===== config.mk =====
export PLATFORM = sky130hd
export DESIGN_NAME = hvd_sqrt
export DESIGN_NICKNAME = d
export VERILOG_FILES = /design/src/rtl/hvd_pkg.sv /design/src/rtl/hvd_sqrt.sv
export SDC_FILE = /design/constraint.sdc
export NUM_CORES = 2
export LEC_CHECK = 0
export BUFFER_PORTS_ARGS = -buffer_cell sky130_fd_sc_hd__buf_4
export CAP_MARGIN = 5
export CORE_MARGIN = 2
export CORE_UTILIZATION = 39
export CTS_CLUSTER_DIAMETER = 40
export DETAILED_ROUTE_END_ITERATION = 10
export GPL_ROUTABILITY_DRIVEN = 1
export HOLD_SLACK_MARGIN = 0.06
export SLEW_MARGIN = 10
export SYNTH_ARGS = -nofsm -noshare
export SYNTH_HDL_FRONTEND = slang
export SYNTH_SLANG_ARGS = --single-unit

===== constraint.sdc =====
create_clock -name clk -period 3.37 [get_ports clk]
set_input_delay 0.1685 -clock clk [delete_from_list [all_inputs] [get_ports clk]]
set_output_delay 0.1685 -clock clk [all_outputs]
set_load 0.1 [all_outputs]

===== src/rtl/hvd_pkg.sv =====
// Shared constants, types and helpers for the haversine distance pipeline.
package hvd_pkg;

  localparam int ANGLE_FRAC_BITS_DEF = 23;
  localparam int CORDIC_STAGES_DEF   = 24;

  // Root bits: a is at most 2^30, radicand (a << 30) fits 62 bits.
  localparam int SQRT_BITS = 31;
  localparam int FOLD_LAT  = 4;
  // diff stage + fold + three product/clamp stages + root + two output stages
  localparam int FIXED_LAT = 1 + FOLD_LAT + 3 + SQRT_BITS + 2;

  localparam int RADIUS_W = 23;
  localparam int DIST_W   = 33;

  localparam logic signed [31:0] CORDIC_GAIN_Q30 = 32'sd652032874;
  localparam logic [26:0]        DEG2RAD_Q32     = 27'd74961321;
  localparam logic [RADIUS_W-1:0] RADIUS_RESET   = 23'd6371000;
  localparam logic [30:0]        Q30_ONE         = 31'h4000_0000;

  // Reciprocal of 360 for the modulo in the angle fold.
  localparam int RECIP_SH = 24;

  localparam logic signed [31:0] ATAN_Q30 [32] = '{
    32'sd843314857, 32'sd497837829, 32'sd263043837, 32'sd133525159,
    32'sd67021687,  32'sd33543516,  32'sd16775851,  32'sd8388437,
    32'sd4194283,   32'sd2097149,   32'sd1048576,   32'sd524288,
    32'sd262144,    32'sd131072,    32'sd65536,     32'sd32768,
    32'sd16384,     32'sd8192,      32'sd4096,      32'sd2048,
    32'sd1024,      32'sd512,       32'sd256,       32'sd128,
    32'sd64,        32'sd32,        32'sd16,        32'sd8,
    32'sd4,         32'sd2,         32'sd1,         32'sd0
  };

  typedef enum logic {
    CORDIC_ROTATE,
    CORDIC_VECTOR
  } cordic_mode_t;

  typedef struct packed {
    logic valid;
    logic tag;
  } hvd_ctl_t;

  // Q30 product rounded half up.
  function automatic logic signed [31:0] mul_q30(input logic signed [31:0] a,
                                                 input logic signed [31:0] b);
    logic signed [63:0] p;
    p = 64'(a) * 64'(b) + 64'sd536870912;
    return p[61:30];
  endfunction

endpackage


===== src/rtl/hvd_sqrt.sv =====
// Pipelined digit-by-digit integer square root, one root bit per stage.
module hvd_sqrt import hvd_pkg::*; #(
  parameter int RB = SQRT_BITS
) (
  input  logic            clk,
  input  logic            rst,
  input  hvd_ctl_t        in_ctl,
  input  logic [2*RB-1:0] radicand,
  output hvd_ctl_t        out_ctl,
  output logic [RB-1:0]   root
);

  logic [2*RB-1:0] rad_r  [RB-1];
  logic [RB:0]     rem_r  [RB];
  logic [RB-1:0]   root_r [RB];
  hvd_ctl_t        ctl_r  [RB];

  for (genvar i = 0; i < RB; i++) begin : g_stage
    logic [2*RB-1:0] rad_i;
    logic [RB:0]     rem_i;
    logic [RB-1:0]   root_i;
    hvd_ctl_t        ctl_i;
    logic [RB+2:0]   rem_sh, trial;
    logic            ge;

    if (i == 0) begin : g_first
      assign rad_i  = radicand;
      assign rem_i  = '0;
      assign root_i = '0;
      assign ctl_i  = in_ctl;
    end else begin : g_next
      assign rad_i  = rad_r[i-1];
      assign rem_i  = rem_r[i-1];
      assign root_i = root_r[i-1];
      assign ctl_i  = ctl_r[i-1];
    end

    always_comb begin
      rem_sh = {rem_i, rad_i[2*RB-1 -: 2]};
      trial  = {1'b0, root_i, 2'b01};
      ge     = (rem_sh >= trial);
    end

    always_ff @(posedge clk) begin
      rem_r[i]  <= ge ? (RB+1)'(rem_sh - trial) : (RB+1)'(rem_sh);
      root_r[i] <= {root_i[RB-2:0], ge};
    end

    if (i < RB - 1) begin : g_rad
      always_ff @(posedge clk) begin
        rad_r[i] <= rad_i << 2;
      end
    end

    always_ff @(posedge clk) begin
      if (rst) begin
        ctl_r[i] <= '0;
      end else begin
        ctl_r[i] <= ctl_i;
      end
    end
  end

  assign root    = root_r[RB-1];
  assign out_ctl = ctl_r[RB-1];

endmodule


# --- Yosys cells after proc, flatten, opt, wreduce, memory -nomap -nowiden ---
# Memories as Yosys holds them, arrays and structs flattened.
# Cells that the tools add are included.
totals:
  n_memories: 4
  in_bits: 66
  mem_bits_rw: 3815
  regBits: 0
  out_inout_bits: 33
op_classes:
  n_addsub: 31
  order_cmp: 31
  mux: 65
  bitwise_logic: 31
memory_table:
  columns: ["memory", "depth", "word_bits", "read_ports", "rd_ports_with_merged_regs", "wr", "line", "rtl"]
  rows:
  - ["rad_r", 30, 60, 30, 0, 30, "hvd_sqrt.sv:13", "logic [2*RB-1:0] rad_r [RB-1];"]
  - ["rem_r", 31, 32, 30, 0, 31, "hvd_sqrt.sv:14", "logic [RB:0] rem_r [RB];"]
  - ["root_r", 31, 31, 31, 0, 31, "hvd_sqrt.sv:15", "logic [RB-1:0] root_r [RB];"]
  - ["ctl_r", 31, 2, 31, 0, 31, "hvd_sqrt.sv:16", "hvd_ctl_t ctl_r [RB];"]
op_table:
  columns: ["operator", "count"]
  rows:
  - ["$ge 34x33->1", 30]
  - ["$mux 32", 31]
  - ["$sub 32x32->32", 30]
  - ["$mux 2", 31]
  - ["$or 1x1->1", 31]
  - ["$mux 1", 3]
  - ["$sub 2x1->3 const B", 1]
  - ["$ge 2x1->1 const B", 1]

# --- Longest topological paths before layout ---
logic_depth:
  word_depth: 3
  depth_mapped: 14
  depth_no_buf: 12

# --- Worst setup path before layout ---
# Ideal clock, no wire load.
synth_path:
  path_kind: "reg2reg"
  from: "memory root_r[1][132] (netlist bit)"
  to: "memory rem_r[1][191] (netlist bit)"
  stages_incl_launch_ff: 12
  path_slack_ps: 419
  path_buffers: 0
  arrival_ps: 2880
  required_time_ps: 3298
  path_cell_list: "dfxtp_1 -> inv_1 -> ha_1 -> a21o_1 -> a2111o_1 -> a31oi_1 -> o41ai_1 -> a2111oi_0 -> o21ai_1 -> or4_4 -> nor4b_2 -> xor2_1"
synth_rtl:
  columns: ["element", "line"]
  rows:
  - ["from (decl)", "hvd_sqrt.sv:15"]
  - ["to (decl)", "hvd_sqrt.sv:14"]

==> Flow_metrics.wiki <==
{| class="wikitable"
! Metric !! Value
|-
| Result of the run || complete, no violations
|-
| Vias after detailed routing || between 60000 and 70000
|-
| Clock insertion delay at the later pin of the skew report || around 0.94 ns
|-
| Pin count of the biggest net entering global routing || 63
|-
| CTS max path bufs || 4
|-
| Placed wire-length estimate after detailed placement || 145000 um
|-
| Violation count after the first detailed-routing iteration || ~3800
|-
| Endpoints failing hold || 0
|-
| Slowest stage cell, crit path || a211o_1
|-
| Site Rows || between 150 and 200
|-
| Horizontal extent of the die || ~480 um
|-
| Worst Path Class, Setup || flop to flop
|-
| Buffers on Ports || just under 100
|-
| Final Cycle Share || a little over nine tenths
|-
| Net count reported at finish || ~9800
|-
| Number of max-cap violations || 0
|-
| Crit path arrival time || just over 4 ns
|-
| Worst-case hold slack || 0.285 ns
|-
| Endpoints failing setup || 0
|-
| Leakage power || roughly 49 nW
|-
| Number of cell instances on the worst register-to-register path || 12
|-
| Boundary Pins || 99
|-
| Relative slew margins || between 40% and 50%
|-
| Crit start category || flop
|-
| CTS tree || done
|-
| Weighted congestion reported at the end of routability-driven placement || around 0.91
|-
| Count of different cell masters after synthesis || 96
|-
| Total iterations of the first detailed-routing run || 8
|-
| Synth Register Bits || approximately 2400
|-
| Number of DRC violations after detailed routing || 0
|-
| Number of enable flip-flop cells after synthesis || 0
|-
| Initial core utilization || 39.1%
|-
| Number of CTS-inserted buffers || between 300 and 400
|-
| Final critical path time including I/O delays and setup || roughly 3.2 ns
|-
| Proportion of layout cells with a drive suffix above 1 || between 10 and 15%
|-
| Placement Setup Slack || -0.225 ns
|-
| Transition time at the pin with the least slew margin || ~0.88 ns
|-
| Delay contributed by the slowest stage of the critical path || around 0.40 ns
|-
| Register clock-pin slew on the reported worst setup and hold paths || roughly 0.060 ns
|-
| Power consumption || 86.3 mW
|-
| CTS H-tree lvls || 5
|-
| Crit path setup slack, layout || between 0.1 and 0.15 ns
|-
| Antenna violations before repair || 3
|-
| Wire length of the first global-routing pass || ~310000 um
|-
| Post-layout utilization of the core || between 40% and 50%
|-
| Ordered list of cells on the worst path || inv_1, ha_1, nor2b_1, o31a_1, o31ai_2, buf_4, o211ai_1, a221oi_2, o31ai_2, a211o_1, buf_12, mux2_2
|-
| Most frequent cells in the layout || dfxtp_1, inv_1, nand2_1
|-
| Die Area || roughly 230000 um2
|-
| Floorplan Core Area || 224000 um2
|-
| Number of sinks driven by the clock tree || ~2400
|-
| Critical Path RT || between 4 and 5 ns
|-
| Via density per instance || 4.91
|-
| Share of synthesized flip-flops with an asynchronous set or reset || 0%
|-
| Post-synth top flop || dfxtp_1
|-
| Worst vdd rail ir drop || 0.617 mV
|-
| Worst hold-check path type || input port to flop
|-
| Most frequent standard cell in the layout excluding fill and tap cells || dfxtp_1
|-
| Total power divided by cell area || between 800 and 900 nW/um2
|-
| Critical path startpoint || root_r[1][248]
|-
| Number of pins exceeding their max-slew limit in the final report || 0
|-
| Maximum clock rate || between 300 and 400 MHz
|-
| Routed wire length || 194000 um
|-
| Syn Std Cell Area || approximately 90000 um2
|-
| Largest fanout of any net on the critical path || 38
|-
| P&R area growth vs syn || 21.3%
|-
| Average cell area after synthesis || 10.2 um2
|-
| Total of warnings raised by yosys || 0
|-
| Endpoint type of the worst setup path || flop
|-
| Routed wire length per instance || 15.6 um
|-
| CTS root buffer || clkbuf_16
|-
| Cell count after synthesis || 8628
|-
| Overall fraction of global-route tracks in use || between 15 and 20%
|-
| CP endpoint || rem_r[1][293]
|-
| R2R Path Start || root_r[1][248]
|-
| Register-to-register setup slack || ~0.12 ns
|-
| Vias in the first global route || between 60000 and 70000
|-
| R2R Path End || rem_r[1][293]
|-
| Remaining global-route overflow || 0
|-
| Final total negative setup slack || 0 ns
|-
| Die Span Y || about 480 um
|-
| Final ANT Viol Nets || 0
|-
| Fraction of the yosys area taken by sequential cells || a little over half
|-
| Cell repeated most along the worst path || o31ai_2
|-
| Clock tree skew after final layout || ~0.072 ns
|-
| Net Count, Synth || 9222
|}
flip-flops by register name (all words and copies together) (netlist names):
name    flops
ctl_r      62
root_r    496
rem_r     914
rad_r     930
worst min-delay path by stage:
| stage | startpoint | end | slack, ns | cells past startpoint |
|---|---|---|---|---|
| after floorplan | radicand[0] | rad_r[0][0] | 0.20 | 0 |
| after global placement | radicand[30] | rad_r[0][30] | 0.27 | 1 |
| after detailed placement | radicand[39] | rad_r[0][39] | 0.27 | 1 |
| after CTS | rst | ctl_r[1][23] | 0.23 | 3 |
| after global routing | rad_r[0][341] | rad_r[0][403] | 0.31 | 0 |
| final | rst | ctl_r[1][23] | 0.28 | 3 |
synth_stat cells (21+ instances only):
cell type,number,area [um2]
o21a_1,92,691
a21o_1,213,1600
o21bai_1,53,398
and3_1,43,269
a31oi_1,48,300
nor2_1,490,1840
nor2b_1,137,857
nand2b_1,91,569
o31ai_1,65,488
nor4_1,109,682
o21ai_0,460,2300
or4_1,45,338
a21oi_1,503,2520
nand2_1,590,2210
nor3_1,222,1110
ha_1,528,6610
a211oi_1,41,308
buf_2,26,130
xor2_1,363,3180
xnor2_1,393,3440
a21boi_0,28,210
inv_1,674,2530
and2_1,35,219
clkbuf_1,137,514
nor3b_1,23,173
dfxtp_1,2402,48100
or2_2,35,219
o211ai_1,21,158
nand3_1,126,631
or3_1,112,701
mux2_2,65,732
nand4_1,103,644
nand3b_1,23,173
worst max-delay path: cells and delay by family, from the launching register on:
kind	cells	cell delay [ns]
flip-flops	1	0.36
AO/OA/AOI/OAI	6	1.59
adder cells (fa/ha/maj)	1	0.29
multiplexers	1	0.28
buffers and inverters	3	0.43
AND/OR/NAND/NOR	1	0.16
power breakdown:
group	internal, mW	switching (mW)	leakage [nW]
combinational	6.05	7.48	23.4
clock	22.7	13.5	5.86
sequential	33.0	3.50	20.1
what timing repair did:
item                       4_1_cts  5_1_grt
pin swaps                        0        6
hold endpoints to repair       125        0
gates cloned                     0        1
buffers inserted                 0        1
setup endpoints to repair       26      177
hold buffers                   132        0
gates resized for setup          2       52
per-layer routing:
| metal | global-route usage (%) | routed length, um | share of wire (%) |
|---|---|---|---|
| met4 | 6.76 | 7110 | 3.7 |
| met5 | 0 | 0 | 0 |
| met1 | 20.7 | 85900 | 44 |
| met2 | 28.6 | 93000 | 48 |
| met3 | 2.74 | 8340 | 4.3 |
cell families (layout without fill, tap and decap cells):
family	after synthesis	in the layout	share of synthesized area, %
XOR/XNOR	757	757	7.56
adder cells (fa/ha/maj)	528	528	7.53
AO/OA/AOI/OAI	1722	1723	12.3
other	1	3	0.00427
buffers and inverters	866	1710	3.79
multiplexers	83	83	1.04
AND/OR/NAND/NOR	2269	2269	13.0
flip-flops	2402	2402	54.8
final cells by class:
type | instances | area, um2
fill | 20766 | 118000
tap | 2992 | 3740
inverter | 676 | 2540
sequential | 2402 | 48100
clock inverter | 214 | 2450
timing repair buffer | 404 | 3560
clock buffer | 416 | 9510
multi-input combinational | 5361 | 36600
antenna | 2 | 5.00
metrics by stage:
step | cells | cell area (um2)
after floorplan | 8628 | 87800
after global placement | 11701 | 93000
after detailed placement | 11701 | 93000
after CTS | 12463 | 106000
after global routing | 12465 | 106000
final | 12467 | 106000
(Power assumes the default switching activity.)
