<file path="config.mk">
export PLATFORM = sky130hd
export DESIGN_NAME = hvd_fold
export DESIGN_NICKNAME = d
export VERILOG_FILES = /design/src/rtl/hvd_pkg.sv /design/src/rtl/hvd_fold.sv
export SDC_FILE = /design/constraint.sdc
export NUM_CORES = 1
export LEC_CHECK = 0
export BUFFER_PORTS_ARGS = -buffer_cell sky130_fd_sc_hd__buf_2
export CAP_MARGIN = 20
export CELL_PAD_IN_SITES_DETAIL_PLACEMENT = 1
export CELL_PAD_IN_SITES_GLOBAL_PLACEMENT = 2
export CORE_MARGIN = 10
export CORE_UTILIZATION = 43
export CTS_CLUSTER_SIZE = 8
export DETAILED_ROUTE_END_ITERATION = 10
export PLACE_DENSITY = 0.84
export SYNTH_ARGS = -nofsm -noshare
export SYNTH_HDL_FRONTEND = slang
export SYNTH_SLANG_ARGS = --single-unit
</file>
<file path="constraint.sdc">
create_clock -name clk -period 7.9 [get_ports clk]
set_input_delay 0.79 -clock clk [delete_from_list [all_inputs] [get_ports clk]]
set_output_delay 0.79 -clock clk [all_outputs]
set_load 0.05 [all_outputs]
</file>
<file path="src/rtl/hvd_pkg.sv">
// Shared constants, types and helpers for the haversine distance pipeline.
package hvd_pkg;

  localparam int ANGLE_FRAC_BITS_DEF = 23;
  localparam int CORDIC_STAGES_DEF   = 24;

  // Root bits: a is at most 2^30, radicand (a << 30) fits 62 bits.
  localparam int SQRT_BITS = 31;
  localparam int FOLD_LAT  = 4;
  // diff stage + fold + three product/clamp stages + root + two output stages
  localparam int FIXED_LAT = 1 + FOLD_LAT + 3 + SQRT_BITS + 2;

  localparam int RADIUS_W = 23;
  localparam int DIST_W   = 33;

  localparam logic signed [31:0] CORDIC_GAIN_Q30 = 32'sd652032874;
  localparam logic [26:0]        DEG2RAD_Q32     = 27'd74961321;
  localparam logic [RADIUS_W-1:0] RADIUS_RESET   = 23'd6371000;
  localparam logic [30:0]        Q30_ONE         = 31'h4000_0000;

  // Reciprocal of 360 for the modulo in the angle fold.
  localparam int RECIP_SH = 24;

  localparam logic signed [31:0] ATAN_Q30 [32] = '{
    32'sd843314857, 32'sd497837829, 32'sd263043837, 32'sd133525159,
    32'sd67021687,  32'sd33543516,  32'sd16775851,  32'sd8388437,
    32'sd4194283,   32'sd2097149,   32'sd1048576,   32'sd524288,
    32'sd262144,    32'sd131072,    32'sd65536,     32'sd32768,
    32'sd16384,     32'sd8192,      32'sd4096,      32'sd2048,
    32'sd1024,      32'sd512,       32'sd256,       32'sd128,
    32'sd64,        32'sd32,        32'sd16,        32'sd8,
    32'sd4,         32'sd2,         32'sd1,         32'sd0
  };

  typedef enum logic {
    CORDIC_ROTATE,
    CORDIC_VECTOR
  } cordic_mode_t;

  typedef struct packed {
    logic valid;
    logic tag;
  } hvd_ctl_t;

  // Q30 product rounded half up.
  function automatic logic signed [31:0] mul_q30(input logic signed [31:0] a,
                                                 input logic signed [31:0] b);
    logic signed [63:0] p;
    p = 64'(a) * 64'(b) + 64'sd536870912;
    return p[61:30];
  endfunction

endpackage

</file>
<file path="src/rtl/hvd_fold.sv">
// Angle fold into [0,90] degrees and conversion to Q30 radians.
module hvd_fold import hvd_pkg::*; #(
  parameter int IN_W = 32,
  parameter int FB   = 24
) (
  input  logic                   clk,
  input  logic                   rst,
  input  hvd_ctl_t               in_ctl,
  input  logic signed [IN_W-1:0] ang,
  output hvd_ctl_t               out_ctl,
  output logic [30:0]            rad
);

  localparam int INT_W = IN_W - FB;
  localparam int P_W   = INT_W + 16;
  localparam int M_W   = 9 + FB;
  localparam int D_W   = 7 + FB;
  localparam int R_W   = D_W + 27;
  localparam logic [15:0]    RECIP   = 16'((2**RECIP_SH + 359) / 360);
  localparam logic [M_W-1:0] FULL    = M_W'(360) << FB;
  localparam logic [M_W-1:0] HALF    = M_W'(180) << FB;
  localparam logic [M_W-1:0] QUARTER = M_W'(90) << FB;

  logic [IN_W-1:0]  mag;
  logic [P_W-1:0]   prod1;
  logic [INT_W-1:0] n1;
  logic [FB-1:0]    frac1;
  hvd_ctl_t         ctl1, ctl2, ctl3, ctl4;
  logic [P_W-1:0]   qv, rv;
  logic [M_W-1:0]   m0, m1, m2;
  logic [D_W-1:0]   m3;
  logic [R_W-1:0]   pr;

  assign mag = ang[IN_W-1] ? IN_W'(-ang) : IN_W'(ang);

  // integer degrees mod 360 by reciprocal multiply; exact for n below 2^16
  always_comb begin
    qv = prod1 >> RECIP_SH;
    rv = P_W'(n1) - qv * P_W'(360);
    m0 = {rv[8:0], frac1};
    m1 = (m0 > HALF) ? FULL - m0 : m0;
  end

  assign pr = R_W'(m3) * R_W'(DEG2RAD_Q32) + (R_W'(1) << (FB + 1));

  always_ff @(posedge clk) begin
    prod1 <= P_W'(mag[IN_W-1:FB]) * P_W'(RECIP);
    n1    <= mag[IN_W-1:FB];
    frac1 <= mag[FB-1:0];
    m2    <= m1;
    if (m2 > QUARTER) begin
      m3 <= D_W'(HALF - m2);
    end else begin
      m3 <= D_W'(m2);
    end
    rad <= pr[FB+2 +: 31];
  end

  always_ff @(posedge clk) begin
    if (rst) begin
      ctl1 <= '0;
      ctl2 <= '0;
      ctl3 <= '0;
      ctl4 <= '0;
    end else begin
      ctl1 <= '{valid: in_ctl.valid, tag: 1'b0};
      ctl2 <= ctl1;
      ctl3 <= '{valid: ctl2.valid, tag: (m2 > QUARTER)};
      ctl4 <= ctl3;
    end
  end

  assign out_ctl = ctl4;

endmodule

</file>
**Word-level counts from Yosys, hierarchy flattened**

Cells that the tools add are included.

- Register bits: 133
- Output and inout port bits: 33
- Logic and storage cells: 23

- Add/subtract/negate cells: 4
- $mul: 1
- Magnitude comparators: 2
- Multiplexer cells: 3

Operators with widths:

| cell | number |
|---|---|
| 31-bit 2-to-1 mux | 2 |
| 57-bit by 26-bit adder with 57-bit output (second input constant) | 1 |
| 31-bit by 27-bit multiplier with 57-bit output (second input constant) | 1 |
| 33-bit by 31-bit greater-than comparator with 1-bit output (second input constant) | 1 |
| 33-bit by 32-bit subtractor with 33-bit output (first input constant) | 1 |
| 32-bit greater-than comparator (second input constant) | 1 |
| 32-bit 2-to-1 mux | 1 |
| 32-bit negator | 1 |
| 30-bit by 31-bit subtractor with 31-bit output (first input constant) | 1 |

**Logic depth before layout (Yosys ltp)**

Gate-level depths: netlist (run 1).

- Word-level depth: 2
- Mapped depth: 26
- Gate-level depth less buffers: 25

**Worst setup path before layout (run 1)**

Ideal clock, no wire load.

- Path type: register to register
- Start: register m3[7]
- End: register rad[28]
- Setup time: 72 ps
- Arrival time: 6,572 ps
- Path slack: 1,255 ps
- Cell stages (with the launch flop): 22
- Buffers on the path: 0
- Clock period less this slack: 6,645 ps
- Cell sequence: dfxtp_1 -> inv_1 -> fa_1 -> fa_1 -> inv_1 -> fa_1 -> fa_1 -> fa_1 -> fa_1 -> inv_1 -> fa_1 -> inv_1 -> ha_1 -> a21o_1 -> o21bai_1 -> a221oi_1 -> o21ai_0 -> or3_1 -> a31o_2 -> a311o_1 -> a21oi_1 -> xnor2_1

- Longest elaborated chain between the ends: 2

RTL lines:

| item | line | source |
|---|---|---|
| start: declaration | hvd_fold.sv:31 | `logic [D_W-1:0] m3;` |
| start signal: assignment | hvd_fold.sv:52 | `m3 <= D_W'(HALF - m2);` |
| start signal: assignment | hvd_fold.sv:54 | `m3 <= D_W'(m2);` |
| 31-bit by 27-bit multiplier with 57-bit output | hvd_fold.sv:44 | `assign pr = R_W'(m3) * R_W'(DEG2RAD_Q32) + (R_W'(1) << (FB + 1));` |
| 57-bit by 26-bit adder with 57-bit output | hvd_fold.sv:44 |  |
| named net pr[54] | hvd_fold.sv:32 | `logic [R_W-1:0] pr;` |
| end signal: assignment | hvd_fold.sv:56 | `rad <= pr[FB+2 +: 31];` |
| end: declaration | hvd_fold.sv:11 | `output logic [30:0] rad` |

The timed path passes the listed nets, and every way through them passes these cells.
A chain may end at the register's enable or synchronous reset.

**Worst setup path after layout (run 1)**

- Start: register m3[13]
- End: register rad[29]

Same word-level chain as after synthesis.

==> impl_metrics.env, run 1 <==
export IMPL_grt_util_met3=0.02405
export IMPL_start_kind="register"
export IMPL_cts_sinks=133
export IMPL_synth_area_per_cell_um2=9.950
export IMPL_cts_made_buffers=17
export IMPL_fmax_ghz=0.1325
export IMPL_clockBufferDepth=2
export IMPL_ys_seq_elements=133
export IMPL_path_clk_slew_ns=0.06
export IMPL_diodes=0
export IMPL_syn_num_nets=2704
export IMPL_slew_headroom=0.3730
export IMPL_hold_class="reg2reg"
export IMPL_yosys_warnings=0
export IMPL_grt_util_all_layers=0.2118
export IMPL_rows=78
export IMPL_slowest_stage="o311ai_0"
export IMPL_skew_ns=0.01038
export IMPL_finalSetupViolCount=0
export IMPL_grt_antenna_before_repair=0
export IMPL_dieHeight_um=234.4
export IMPL_worstPathArrival_ns=7.91
export IMPL_cts_root_buf="clkbuf_16"
export IMPL_gr_usage_met1=0.2922
export IMPL_drive_gt1_frac=0.06379
export IMPL_critPathTopFamily="adder cells"
export IMPL_grt_setup_unrepaired="no"
export IMPL_antenna_left=0
export IMPL_syn_area_um2=19760
export IMPL_drv_cap=0
export IMPL_grt_pass1_vias=15759
export IMPL_fp_dieW_um=234.4
export IMPL_hold_viol_final=0
export IMPL_crit_top_cell="fa_1"
export IMPL_ys_types=60
export IMPL_fin_crit_sh=0.9555
export IMPL_drv_slew=0
export IMPL_postCtsResizedCells=0
export IMPL_async_flop_share=0
export IMPL_post_cts_buffers=0
export IMPL_dp_hpwl_mm=49.35
export IMPL_syn2layout_area_growth_pct=9.194
export IMPL_drt_iter0_drc=644
export IMPL_synth_main_ff_cell="dfxtp_1"
export IMPL_finalCriticalPeriod_ns=7.548
export IMPL_drtPass1Iterations=5
export IMPL_crit_type="reg2reg"
export IMPL_via_per_inst=5.124
export IMPL_start_util=0.4354
export IMPL_dieArea_um2=54930
export IMPL_critPathMaxStageDelay_ns=0.79
export IMPL_wl_per_cell_um=20.43
export IMPL_cts_hold_buffers_added=0
export IMPL_met2_usage=0.3497
export IMPL_grt_overflow=0
export IMPL_cp_required_ns=8.26
export IMPL_synth_edf_count=0
export IMPL_place_congestion=0.9360
export IMPL_core_area_um2=45380
export IMPL_path_buf_inv=4
export IMPL_fin_tns_setup_ns=0
export IMPL_cp_end_kind="register"
export IMPL_drc=0
export IMPL_busiest_layer="met2"
export IMPL_worstPathMaxFanout=7
export IMPL_drt_total_wl_mm=54.85
export IMPL_vias=13758
export IMPL_syn_inst=1986
export IMPL_ys_seq_area_frac=0.1347
export IMPL_htreeDepth=4
export IMPL_ioPinCount=69
export IMPL_status="complete, no violations"
export IMPL_grt_pass1_wl_mm=88.53
export IMPL_nNetsFinal=2790
export IMPL_grt_max_degree=33
export IMPL_clk_insertion_delay_late_ns=0.44
export IMPL_worstPathCellList="inv_1 > fa_1 > fa_1 > inv_1 > fa_1 > fa_1 > fa_1 > fa_1 > inv_1 > fa_1 > inv_1 > ha_1 > nand2_1 > nor3_1 > nand2_1 > a31oi_1 > o311ai_0 > a21oi_1 > a21o_1 > a311oi_1 > xnor2_1"
export IMPL_cts_tree="done"
export IMPL_io_buffers=67
export IMPL_worst_slew_pin_slew_ns=0.9287
[logic make-up (layout without fill, tap and decap cells)]
group	count (synthesis)	after routing	share of synthesized area
compound gates	232	232	0.07497
buf+inv	573	672	0.1097
xor+xnor	132	132	0.05851
flops	133	133	0.1347
other cells	1	1	0.0001898
fa+ha+maj	682	682	0.5618
simple gates	233	233	0.06015
[Yosys cell counts, types with 4 or more instances]
| library cell | count | area [µm²] |
|---|---|---|
| and3_1 | 6 | 37.54 |
| xor2_1 | 44 | 385.4 |
| or4_1 | 5 | 37.54 |
| nand3_1 | 18 | 90.09 |
| ha_1 | 340 | 4254 |
| nand3b_1 | 5 | 37.54 |
| o21ai_1 | 9 | 45.04 |
| o31a_1 | 4 | 35.03 |
| o311ai_0 | 4 | 35.03 |
| o31ai_1 | 22 | 165.2 |
| nand2_1 | 65 | 244.0 |
| inv_1 | 548 | 2057 |
| a31oi_1 | 8 | 50.05 |
| nor4_1 | 7 | 43.79 |
| nor2_1 | 43 | 161.4 |
| nand2b_1 | 5 | 31.28 |
| o21a_1 | 4 | 30.03 |
| xnor2_1 | 88 | 770.7 |
| o41ai_1 | 6 | 52.55 |
| clkbuf_1 | 21 | 78.83 |
| or3_1 | 18 | 112.6 |
| fa_1 | 342 | 6847 |
| a21o_1 | 31 | 232.7 |
| nand4_1 | 13 | 81.33 |
| a21oi_1 | 62 | 310.3 |
| nor3_1 | 19 | 95.09 |
| o21bai_1 | 9 | 67.56 |
| o21ai_0 | 47 | 235.2 |
| dfxtp_1 | 133 | 2663 |
| nor2b_1 | 10 | 62.56 |
[worst reg2reg max path, cell delays in order (launching register included)]
cell      delay (ns)
dfxtp_1         0.60
inv_1           0.17
fa_1            0.50
fa_1            0.55
inv_1           0.06
fa_1            0.52
fa_1            0.47
fa_1            0.54
fa_1            0.55
inv_1           0.05
fa_1            0.66
inv_1           0.07
ha_1            0.43
nand2_1         0.18
nor3_1          0.07
nand2_1         0.09
a31oi_1         0.12
o311ai_0        0.79
a21oi_1         0.30
a21o_1          0.27
a311oi_1        0.35
xnor2_1         0.16
[stage by stage]
stage,std cells,setup WS [ns],area [µm²],hold WS [ns],util
after global placement,2653,0.6407,20920,0.3676,0.4611
after floorplan,1986,1.255,19760,0.3519,-
final,2685,0.3515,21580,0.3779,0.4755
after global routing,2685,0.1092,21580,0.3969,0.4755
after detailed placement,2653,0.4367,20920,0.3737,0.4611
after CTS,2685,0.4167,21580,0.3792,0.4755
[layout by cell type (no fill, tap or decap), drive strengths merged, types with 18 or more instances in the layout]
cell | synthesis | layout
o31ai | 22 | 22
or3 | 18 | 18
inv | 548 | 551
nor3 | 20 | 20
a21oi | 62 | 62
ha | 340 | 340
nand2 | 65 | 65
xnor2 | 88 | 88
buf | 4 | 92
a21o | 31 | 31
clkbuf | 21 | 18
nor2 | 44 | 44
fa | 342 | 342
xor2 | 44 | 44
o21ai | 56 | 56
nand3 | 18 | 18
dfxtp | 133 | 133
[worst paths after layout]
check | start | to | slack, ns | cells past startpoint
min reg2reg | m2[0] | m3[0] | 0.38 | 0
max reg2reg | m3[13] | rad[29] | 0.35 | 21
max | m3[13] | rad[29] | 0.35 | 21
min | m2[0] | m3[0] | 0.38 | 0
[cell type report]
type / count / area, µm²
fillers: 5124 / 23800
multi-input cells: 1280 / 14930
flip-flops and latches: 133 / 2663
inverters: 548 / 2057
well taps: 600 / 750.7
repair buffers: 92 / 523.0
clock buffers: 18 / 429.2
clock inverters: 14 / 224.0
[routing by layer]
metal / wire, µm / part of all wire / up-vias
li1: - / - / 6406
met1: 25650 / 0.47 / 7030
met2: 26080 / 0.48 / 265
met3: 2111 / 0.038 / 57
met4: 1005 / 0.018 / 0
met5: 0 / 0 / -
[flip-flops by register name, indices dropped and copies added, names as in the netlist]
register / flops
m3: 31
ctl1: 1
out_ctl: 2
ctl2: 1
rad: 31
n1: 8
m2: 33
ctl3: 2
frac1: 24
Power of run 1 is left out: the tool's default activity adds up to more than one toggle a clock period on the data nets, which glitch-free logic cannot reach.
==> run 2, diff against run 1 <==
--- a/config.mk
+++ b/config.mk
@@ -9,6 +9,7 @@
 export CAP_MARGIN = 20
 export CELL_PAD_IN_SITES_DETAIL_PLACEMENT = 1
 export CELL_PAD_IN_SITES_GLOBAL_PLACEMENT = 2
+export CORE_ASPECT_RATIO = 1.5
 export CORE_MARGIN = 10
 export CORE_UTILIZATION = 43
 export CTS_CLUSTER_SIZE = 8
==> impl_metrics.env, run 2 (synthesis gave the netlist of run 1 again) <==
export IMPL_grt_pass1_vias=16175
export IMPL_ioPinCount=69
export IMPL_drv_slew=0
export IMPL_drv_cap=0
export IMPL_layout_common_cells="548 x inv_1, 342 x fa_1, 340 x ha_1, 133 x dfxtp_1, 88 x xnor2_1"
export IMPL_largest_reg_flops=33
export IMPL_drt_iter0_drc=363
export IMPL_io_buffers=67
export IMPL_rows=96
export IMPL_finalCriticalPeriod_ns=7.400
export IMPL_reg_top3="m2 x33, m3 x31, rad x31"
export IMPL_via_per_inst=5.147
export IMPL_worst_slew_pin_slew_ns=0.7473
export IMPL_worstPathArrival_ns=7.78
export IMPL_slew_headroom=0.4955
export IMPL_worstPathMaxFanout=9
export IMPL_grt_antenna_before_repair=0
export IMPL_cts_hold_buffers_added=0
export IMPL_postCtsResizedCells=0
export IMPL_cp_end_kind="register"
export IMPL_hp_start="frac1[0]"
export IMPL_diodes=0
export IMPL_dieHeight_um=282.5
export IMPL_fin_crit_sh=0.9367
export IMPL_hold_viol_final=0
export IMPL_layout_commonest_cell="inv_1"
export IMPL_grt_overflow=0
export IMPL_wl_per_cell_um=21.26
export IMPL_finalSetupViolCount=0
export IMPL_clk_insertion_delay_late_ns=0.45
export IMPL_cts_tree="done"
export IMPL_dieArea_um2=55100
export IMPL_rrSetupSlack_ns=0.50
export IMPL_clockBufferDepth=2
export IMPL_cts_root_buf="clkbuf_16"
export IMPL_fmax_ghz=0.1351
export IMPL_core_area_um2=45640
export IMPL_path_clk_slew_ns=0.07
export IMPL_htreeDepth=4
export IMPL_grt_setup_unrepaired="no"
export IMPL_cts_made_buffers=17
export IMPL_nNetsFinal=2780
export IMPL_regMostFlops="m2"
export IMPL_vias=13707
export IMPL_post_cts_buffers=0
export IMPL_skew_ns=0.01336
export IMPL_start_util=0.4329
export IMPL_status="complete, no violations"
export IMPL_grt_max_degree=33
export IMPL_syn2layout_area_growth_pct=8.593
export IMPL_crit_type="reg2reg"
export IMPL_place_congestion=0.9369
export IMPL_hold_class="reg2reg"
export IMPL_drt_total_wl_mm=56.62
export IMPL_grt_util_all_layers=0.2103
export IMPL_drive_gt1_frac=0.05976
export IMPL_antenna_left=0
export IMPL_drtPass1Iterations=4
export IMPL_worstReg2RegStart="m3[9]"
export IMPL_cp_required_ns=8.28
export IMPL_final_util=0.4701
export IMPL_fill_cells=5232
export IMPL_dp_hpwl_mm=49.88
export IMPL_grt_pass1_wl_mm=89.32
export IMPL_drc=0
export IMPL_cts_sinks=133
export IMPL_crit_start="m3[9]"
export IMPL_start_kind="register"
export IMPL_fp_dieW_um=195.0
export IMPL_fin_tns_setup_ns=0
[run 2: cell types whose count changed in the layout (fill, tap and decap cells not counted), sizes merged]
cell	change
buf	-10
bufinv	-3
clkbuf	-1
clkinv	-3
clkinvlp	-1
inv	+8
[run 2: layout make-up]
class,count,area (µm²),share of cell area
inverter,548,2057,0.09586
tap,588,735.7,0.03429
timing repair buffer,82,447.9,0.02087
clock buffer,17,425.4,0.01983
multi-input combinational,1280,14930,0.6958
sequential,133,2663,0.1241
clock inverter,15,198.9,0.009271
[run 2: final timing paths]
path              depth (start not counted)  endpoint
setup / recovery                         21   rad[28]
hold / removal                            0     m2[0]
setup reg to reg                         21   rad[28]
hold reg to reg                           0     m2[0]
[run 2: layer usage]
layer | up-vias | wire, µm | track usage
met2 | 223 | 31820 | 0.4084
met4 | 0 | 4350 | 0.1487
met5 | - | 0 | 0
li1 | 6374 | - | -
met3 | 154 | 963 | 0.01909
met1 | 6956 | 19490 | 0.2037
[run 2: per-stage QoR]
stage	std cells	worst slack (ns)	hold slack [ns]	cell area, µm²
floorplan	1986	1.255	0.3519	19760
global placement	2631	0.6154	0.3649	20830
detailed placement	2631	0.5505	0.3726	20830
CTS	2663	0.5081	0.3875	21460
global route	2663	0.1663	0.4202	21460
finish	2663	0.4999	0.3899	21460
[run 2: worst max-delay path: stages, from the launching register on]
cell and delay [ns]:
dfxtp_1 0.59, inv_1 0.12, fa_1 0.59, xnor2_1 0.13, ha_1 0.26, fa_1 0.52
fa_1 0.50, fa_1 0.58, fa_1 0.56, inv_1 0.05, fa_1 0.54, inv_1 0.05
ha_1 0.41, a21oi_1 0.23, nand2_1 0.07, a221oi_1 0.47, o21ai_0 0.14, or3_1 0.47
a31o_2 0.35, a311o_1 0.35, a21oi_1 0.21, xnor2_1 0.14
Power of run 2 is left out for the same reason.
==> run 3, diff against run 2 <==
--- a/config.mk
+++ b/config.mk
@@ -15,6 +15,7 @@
 export CTS_CLUSTER_SIZE = 8
 export DETAILED_ROUTE_END_ITERATION = 10
 export PLACE_DENSITY = 0.84
+export SETUP_SLACK_MARGIN = 0.5
 export SYNTH_ARGS = -nofsm -noshare
 export SYNTH_HDL_FRONTEND = slang
 export SYNTH_SLANG_ARGS = --single-unit
==> impl_metrics.env, run 3 (synthesis gave the netlist of run 1 again) <==
export IMPL_drt_total_wl_mm=56.66
export IMPL_crit_type="reg2reg"
export IMPL_cts_sinks=133
export IMPL_postCtsResizedCells=0
export IMPL_antenna_left=0
export IMPL_drv_slew=0
export IMPL_fin_tns_setup_ns=0
export IMPL_largest_reg_flops=33
export IMPL_critPathMaxStageDelay_ns=0.59
export IMPL_skew_ns=0.01227
export IMPL_grt_setup_unrepaired="yes"
export IMPL_worstPathMaxFanout=9
export IMPL_drtPass1Iterations=4
export IMPL_cts_tree="done"
export IMPL_ioPinCount=69
export IMPL_layout_common_cells="548 x inv_1, 342 x fa_1, 340 x ha_1, 131 x dfxtp_1, 88 x xnor2_1"
export IMPL_critPathTopFamily="adder cells"
export IMPL_fmax_ghz=0.1394
export IMPL_via_per_inst=5.146
export IMPL_finalSetupViolCount=0
export IMPL_slowest_stage="fa_1"
export IMPL_grt_pass1_wl_mm=89.32
export IMPL_io_buffers=67
export IMPL_drive_gt1_frac=0.06265
export IMPL_grt_overflow=0
export IMPL_slew_headroom=0.4919
export IMPL_path_buf_inv=3
export IMPL_clk_insertion_delay_late_ns=0.45
export IMPL_path_clk_slew_ns=0.07
export IMPL_status="complete, no violations"
export IMPL_core_area_um2=45640
export IMPL_wl_per_cell_um=21.28
export IMPL_worstPathCellList="inv_1 > fa_1 > xnor2_1 > ha_1 > fa_1 > fa_1 > fa_1 > fa_1 > inv_1 > fa_1 > inv_1 > ha_1 > a21oi_1 > nand2_1 > a221oi_2 > o21ai_0 > or3_4 > a31o_2 > a311o_1 > a21oi_1 > xnor2_1"
export IMPL_hold_viol_final=0
export IMPL_hold_class="reg2reg"
export IMPL_dieArea_um2=55100
export IMPL_worstPathArrival_ns=7.56
export IMPL_grt_pass1_vias=16175
export IMPL_grt_antenna_before_repair=0
export IMPL_cts_hold_buffers_added=0
export IMPL_cts_root_buf="clkbuf_16"
export IMPL_cts_made_buffers=17
export IMPL_htreeDepth=4
export IMPL_layout_commonest_cell="inv_1"
export IMPL_worst_slew_pin_slew_ns=0.7622
export IMPL_whs_ns=0.3897
export IMPL_cp_end_kind="register"
export IMPL_syn2layout_area_growth_pct=8.713
export IMPL_clockBufferDepth=2
export IMPL_dieHeight_um=282.5
export IMPL_place_congestion=0.9369
export IMPL_drv_cap=0
export IMPL_reg_top3="m2 x33, m3 x31, rad x31"
export IMPL_start_util=0.4329
export IMPL_vias=13703
export IMPL_rows=96
export IMPL_fin_crit_sh=0.9081
export IMPL_drt_iter0_drc=394
export IMPL_dp_hpwl_mm=49.88
export IMPL_drc=0
export IMPL_nNetsFinal=2780
export IMPL_grt_util_all_layers=0.2103
export IMPL_start_kind="register"
export IMPL_post_cts_buffers=0
export IMPL_crit_top_cell="fa_1"
export IMPL_diodes=0
export IMPL_finalCriticalPeriod_ns=7.174
export IMPL_regMostFlops="m2"
export IMPL_grt_max_degree=33
export IMPL_fp_dieW_um=195.0
export IMPL_cp_required_ns=8.28
## run 3: per-layer routing
| metal | up-vias | GRT usage | wire, µm | part of all wire |
|---|---|---|---|---|
| li1 | 6375 | - | - | - |
| met1 | 6952 | 0.2037 | 19530 | 0.34 |
| met2 | 224 | 0.4084 | 31980 | 0.56 |
| met3 | 152 | 0.01909 | 933 | 0.016 |
| met4 | 0 | 0.1487 | 4219 | 0.074 |
| met5 | - | 0 | 0 | 0 |
## run 3: path summary, 6_finish.rpt
path,depth (start not counted),to,slack [ns],start
worst min register to register,0,m2[0],0.39,frac1[0]
worst max-delay path,21,rad[28],0.73,m3[9]
worst max register to register,21,rad[28],0.73,m3[9]
worst min-delay path,0,m2[0],0.39,frac1[0]
## run 3: area by class of cell
| class | count | area [µm²] |
|---|---|---|
| clock buffer | 17 | 425.4 |
| clock inverter | 15 | 198.9 |
| fill | 5228 | 24160 |
| inverter | 548 | 2057 |
| multi-input combinational | 1280 | 14950 |
| sequential | 133 | 2665 |
| tap | 588 | 735.7 |
| timing repair buffer | 82 | 447.9 |
## run 3: per-stage QoR
step | std cells | setup slack (ns) | utilization | area, µm²
floorplan | 1986 | 1.255 | - | 19760
global placement | 2631 | 0.6154 | 0.4564 | 20830
detailed placement | 2631 | 0.5505 | 0.4564 | 20830
CTS | 2663 | 0.5081 | 0.4701 | 21460
global route | 2663 | 0.4245 | 0.4706 | 21480
finish | 2663 | 0.7259 | 0.4706 | 21480
## run 3: worst register-to-register path: stages, from the launching register on
cell and delay, ns:
dfxtp_2 0.47, inv_1 0.10, fa_1 0.58, xnor2_1 0.13, ha_1 0.26, fa_1 0.52
fa_1 0.51, fa_1 0.59, fa_1 0.56, inv_1 0.06, fa_1 0.54, inv_1 0.05
ha_1 0.41, a21oi_1 0.24, nand2_1 0.11, a221oi_2 0.38, o21ai_0 0.14, or3_4 0.42
a31o_2 0.32, a311o_1 0.35, a21oi_1 0.21, xnor2_1 0.14
Power of run 3 is left out for the same reason.
